--- src/rtl/dsau_pkg.sv ---
package dsau_pkg;

  localparam int CNT_W       = 25;
  localparam int ALIGN_W     = 17;
  localparam int IN_TDATA_W  = 120;
  localparam int OUT_TDATA_W = 200;

  localparam logic [31:0] HEADER_BYTES = 32'd16;

  // request kinds
  localparam logic [2:0] KIND_HEAD_ALLOC  = 3'd0;
  localparam logic [2:0] KIND_TAIL_ALLOC  = 3'd1;
  localparam logic [2:0] KIND_RELEASE     = 3'd2;
  localparam logic [2:0] KIND_RESTORE     = 3'd3;
  localparam logic [2:0] KIND_ARENA_RESET = 3'd4;

  // result status
  localparam logic [2:0] ST_OK         = 3'd0;
  localparam logic [2:0] ST_IGNORED    = 3'd1;
  localparam logic [2:0] ST_NO_SPACE   = 3'd2;
  localparam logic [2:0] ST_INVALID    = 3'd3;
  localparam logic [2:0] ST_UNKNOWN    = 3'd4;
  localparam logic [2:0] ST_NOT_RECENT = 3'd5;
  localparam logic [2:0] ST_BAD_CKPT   = 3'd6;

  // header side tags
  localparam logic [1:0] SIDE_NONE = 2'd0;
  localparam logic [1:0] SIDE_HEAD = 2'd1;
  localparam logic [1:0] SIDE_TAIL = 2'd2;

  // configuration register indexes
  localparam logic [1:0] CFG_ARENA_BASE    = 2'd0;
  localparam logic [1:0] CFG_ARENA_LIMIT   = 2'd1;
  localparam logic [1:0] CFG_DEFAULT_ALIGN = 2'd2;

  localparam logic [31:0]        BASE_RST   = 32'd0;
  localparam logic [31:0]        LIMIT_RST  = 32'd65536;
  localparam logic [ALIGN_W-1:0] DALIGN_RST = 17'd16;

endpackage

--- src/rtl/dsau_align.sv ---
module dsau_align
  import dsau_pkg::*;
(
  input  logic [ALIGN_W-1:0] align_request,
  input  logic [ALIGN_W-1:0] default_align,
  output logic [ALIGN_W:0]   align
);

  logic [ALIGN_W-1:0] req;
  logic [ALIGN_W-1:0] smear;

  // round up to a power of two, at least four
  always_comb begin
    req   = (align_request == '0) ? default_align : align_request;
    smear = req - ALIGN_W'(1);
    smear = smear | (smear >> 1);
    smear = smear | (smear >> 2);
    smear = smear | (smear >> 4);
    smear = smear | (smear >> 8);
    smear = smear | (smear >> 16);
    if (req < ALIGN_W'(4)) begin
      align = (ALIGN_W+1)'(4);
    end else begin
      align = {1'b0, smear} + (ALIGN_W+1)'(1);
    end
  end

endmodule

--- config.mk ---
export PLATFORM = sky130hd
export DESIGN_NAME = dsau_align
export DESIGN_NICKNAME = d
export VERILOG_FILES = /design/src/rtl/dsau_pkg.sv /design/src/rtl/dsau_align.sv
export SDC_FILE = /design/constraint.sdc
export NUM_CORES = 1
export LEC_CHECK = 0
export ABC_AREA = 1
export BUFFER_PORTS_ARGS = -buffer_cell sky130_fd_sc_hd__buf_4
export CORE_MARGIN = 2
export CORE_UTILIZATION = 49
export DETAILED_ROUTE_END_ITERATION = 10
export GPL_TIMING_DRIVEN = 0
export PLACE_DENSITY = 0.87
export SLEW_MARGIN = 20
export SYNTH_ARGS = -nofsm -noshare
export SYNTH_HDL_FRONTEND = slang
export SYNTH_SLANG_ARGS = --single-unit
--- constraint.sdc ---
create_clock -name vclk -period 4.7
set_input_delay 0.94 -clock vclk [all_inputs]
set_output_delay 0.94 -clock vclk [all_outputs]
set_load 0.05 [all_outputs]
[Yosys cells after proc, flatten, opt, wreduce, memory -nomap -nowiden]
Cells that the tools add are included.
Storage, ports and cells
  register bits after elaboration: 0
  bits of input ports: 34
  word-level logic and storage cells: 11
Operators by class
  add/sub/neg operators: 2
  order comparisons: 1
  muxes and demuxes: 2
  bitwise logic cells: 5
  reduce and logical (&&, ||, !) cells: 1
Operator list (count)
  $add 17x1->18 const B: 1
  $mux 18: 1
  $logic_not 17->1: 1
  $lt 17x3->1 const B: 1
  $mux 17: 1
  $or 17x1->17: 1
  $or 17x13->17: 1
  $or 17x15->17: 1
  $or 17x16->17: 1
  $or 17x9->17: 1
  $sub 17x1->17 const B: 1

[Longest topological paths before layout]
  depth after elaboration: 10
  mapped depth: 27
  mapped depth without buffers: 26

[Worst setup path before layout]
No wires, ideal clock.
  path type: input port to output port
  from: input port align_request[9]
  to: output port align[16]
  data arrival time: 4.316 ns
  data required time: 3.760 ns
  path slack: -0.556 ns
  stages: 25
  buffers on the path: 2
  cell sequence: nor2_1 -> nand3_1 -> nor2_2 -> buf_6 -> nand3b_1 -> nand2_2 -> ha_1 -> nand3_1 -> nor2_1 -> nand2_1 -> nor2_1 -> nand3_1 -> nand2_2 -> nand2_2 -> nor2_4 -> nand3_4 -> clkinv_2 -> nand2_2 -> nor2_4 -> nand2_2 -> ha_1 -> clkbuf_1 -> nand3_2 -> o21ai_0 -> a21oi_1
On the way
  longest elaborated chain between the ends: 10
  elaborated cells between the ends (all ways): 11
  classes of those cells: add/sub (2); order compare (1); mux (2); bitwise (5); reduce/logical (1)
RTL lines
  from (decl): line dsau_align.sv:4  | input logic [ALIGN_W-1:0] align_request,
  $logic_not 17->1: line dsau_align.sv:14  | req = (align_request == '0) ? default_align : align_request;
  $mux 17 *: line dsau_align.sv:14
  $sub 17x1->17: line dsau_align.sv:15  | smear = req - ALIGN_W'(1);
  $or 17x16->17: line dsau_align.sv:16  | smear = smear | (smear >> 1);
  $or 17x15->17: line dsau_align.sv:17  | smear = smear | (smear >> 2);
  $or 17x13->17: line dsau_align.sv:18  | smear = smear | (smear >> 4);
  $or 17x9->17: line dsau_align.sv:19  | smear = smear | (smear >> 8);
  $or 17x1->17: line dsau_align.sv:20  | smear = smear | (smear >> 16);
  $add 17x1->18: line dsau_align.sv:24  | align = {1'b0, smear} + (ALIGN_W+1)'(1);
  $mux 18 *: line dsau_align.sv:21  | if (req < ALIGN_W'(4)) begin
  to (decl): line dsau_align.sv:6  | output logic [ALIGN_W:0] align
Mark *: on every way between the ends. The rest lies on a longest branch, timed or not.

[Worst setup path after layout]
  from: input port align_request[8]
  to: output port align[4]
The elaborated chain is that of the path after synthesis.

==> qor.yml <==
place:
  gp_congestion: 0.947
  dp.cells: 407
  dpl.hpwl_um: 3790
  pre_cts_slack_ps: -561
  portBuffers: 52
  placed_area_mm2: 0.00214
power_and_ir_drop:
  power_frac_seq_pct: 0
  pwr-share-comb_pct: 100.0
  power.switching_uw: 99.4
  internal_power_uw: 62.8
  swShare_pct: 61.3
  ir_drop_uv: 41.7
  p_leak_uw: 0.00143
  powerDensity_mw_per_mm2: 57.2
  total_power_uw: 162
  power_frac_clock_pct: 0
synth:
  ys_seq_area_share_pct: 0
  netlist_instances: 311
  synth_area_leaders: "nand2_1 (22%), nand3_1 (12%), inv_1 (12%)"
  synth.most_common_cell: "nand2_1"
  synth_top_area_cell: "nand2_1"
  synthXorXnorAreaFrac_pct: 1.65
  synth-simple-area-share_pct: 73.7
  syn-cell-area_mm2: 0.00159
  synth_top_family_by_area: "simple AND/OR/NAND/NOR gates"
  synth_nets: 348
  yosysWarnings: 0
  synth_top_area_share_pct: 21.7
  synth_compound_area_share_pct: 5.66
  synthTopCellsByCount: "nand2_1 (92), inv_1 (49), nor2_1 (42)"
  avgSynthCellArea_um2: 5.11
  yosysUniqueCellTypes: 29
  synthAdderAreaFrac_pct: 2.36
  synth_mux_area_share_pct: 0
die:
  dieArea_mm2: 0.00372
  die_x_um: 61.0
  initial_core_util_pct: 51.7
  fp-row-count: 20
  boundaryPins: 52
  core_mm2: 0.00308
  die_height_um: 61.0
hold_path:
  min_from: "align_request[16]"
  min_to: "align[17]"
  whs_path_depth: 6
  worstHoldPathType: "input pin to output pin"
setup_path:
  cp-start-kind: "input pin"
  cp_slowest_cell: "ha_4"
  crit_required_ps: 3760
  endpoint_kind: "output pin"
  cp_max_fo: 8
  arrival_ps: 4310
  crit_path_max_incr_delay_ps: 260
  cp_num_buf_inv: 6
  worstSetupPathType: "input pin to output pin"
  cp_cell_sequence: "buf_6 -> nor2_2 -> nand3_1 -> nor2_2 -> buf_6 -> buf_4 -> nand3_2 -> nand2_4 -> nand3_4 -> nor2_4 -> nand2_2 -> nand2_1 -> nand2_2 -> nor2_4 -> inv_2 -> nor2_4 -> nand3_2 -> inv_2 -> nand4_1 -> ha_4 -> nand3_1 -> nand2_1 -> nor2_2 -> buf_4"
  cp_top_family: "simple AND/OR/NAND/NOR gates"
drt:
  remaining_drc_errors: 0
  drt_wl_total_um: 8620
  final_antenna_net_count: 0
  wl_per_cell_um: 19.5
  first_pass_iters: 9
  num_vias: 2771
  via_per_inst: 6.26
  drt-initial-drc-count: 482
grt:
  grt_usage_pct: 28.1
  grt_pass1_vias: 2010
  grt_pass1_wl_um: 8240
  antenna_found_initial: 0
  grt_start_max_net_pins: 11
  grt_overflow: 0
run:
  maxCapViolations: 0
cells_and_area:
  regArea_um2: 0
  stdcell_count: 443
  n_clock_buffer: 0
  multi_input_comb_area_mm2: 0.00172
  nFillCells: 122
  num_antenna_cells: 0
  area_delta_synth_final_pct: 78.2
  nFlopsAndLatches: 0
  fin_area_mm2: 0.00283
  layout.nets: 438
  drive_above_1_share_pct: 52.9
sta:
  fin_crit_sh_pct: 112
  setup_violations: 11
  holdWs_ps: 2490
  fmax_ghz: 0.190
  hold_viol_final: 0
  setup_slack_ps: -551
  tightest_slew_ps: 668
  slew_viol_final: 0
  fin_crit_ps: 5250
  rsz0062_at_grt: "true"
  slew_headroom_pct: 55.1
outcome:
  violations: "setup timing"
  status: "complete, but fails checks"
clock_tree:
  postCtsHoldBufs: 0
==> power by group through the flow <==
stage	Clock [µW]	Sequential (µW)	Combinational (µW)
floorplan	0	0	73.4
global placement	0	0	109
detailed placement	0	0	111
CTS	0	0	121
global route	0	0	171
finish	0	0	162
==> what timing repair did <==
| item | 4_1_cts | 5_1_grt |
|---|---|---|
| gates resized for setup | 42 | 70 |
| hold endpoints to repair | 0 | 0 |
| setup endpoints to repair | 9 | 13 |
| cloned | 0 | 1 |
| pin swaps | 28 | 41 |
| buffers inserted | 18 | 18 |
==> final cells by class <==
type                       count  share of cell area, %
buffer                         4                   2.03
tap                           44                   1.94
multi-input combinational    250                   60.8
inverter                      56                   7.81
timing repair buffer          89                   27.4
==> tightest hold or removal path, stage by stage <==
cell and delay [ps]:
buf_6 70, inv_1 30, o21ai_0 160, nand2_2 110, inv_1 50, buf_4 180
==> placed cells by master, fill, tap and decap left out, types with 5 or more instances in the layout <==
cell type / count
nand2_4: 11
nand3_2: 9
nand2_1: 73
nor2_1: 21
inv_2: 10
nand3_4: 5
nand2_2: 26
nand3_1: 30
nor2_2: 14
buf_6: 20
buf_4: 66
inv_1: 43
nor2_4: 26
a21oi_4: 5
==> logic make-up after synthesis <==
group | after synthesis
XOR/XNOR | 3
AND/OR/NAND/NOR | 227
buffers and inverters | 61
adder cells (fa/ha/maj) | 3
AO/OA/AOI/OAI | 17
==> metrics by stage <==
| step | utilization, % | setup TNS [ps] |
|---|---|---|
| final | 92.1 | -3680 |
| after global routing | 92.1 | -5810 |
| after CTS | 78.5 | -768 |
| after detailed placement | 69.5 | -4220 |
| after global placement | 69.5 | -3570 |
| after floorplan | - | -233 |
==> routing by layer <==
| metal | vias to the layer above | share of wire (%) | track usage, % | wire length [µm] |
|---|---|---|---|---|
| met5 | - | 0 | 0 | 0 |
| met4 | 0 | 9.0 | 6.21 | 777 |
| met3 | 114 | 13 | 2.56 | 1080 |
| met2 | 293 | 45 | 51.5 | 3870 |
| met1 | 1220 | 34 | 35.4 | 2900 |
| li1 | 1144 | - | - | - |
==> worst max-delay path by stage <==
stage                       from         to  slack, ps  cells after the start
6_report        align_request[8]   align[4]       -550                     24
5_1_grt         align_request[2]  align[14]       -800                     26
4_1_cts         align_request[0]   align[6]       -160                     28
3_5_place_dp   align_request[15]  align[10]       -560                     28
3_3_place_gp   align_request[15]  align[10]       -490                     28
2_1_floorplan   align_request[9]   align[4]        -80                     25
Note: power is estimated with default switching activity, not from simulation.
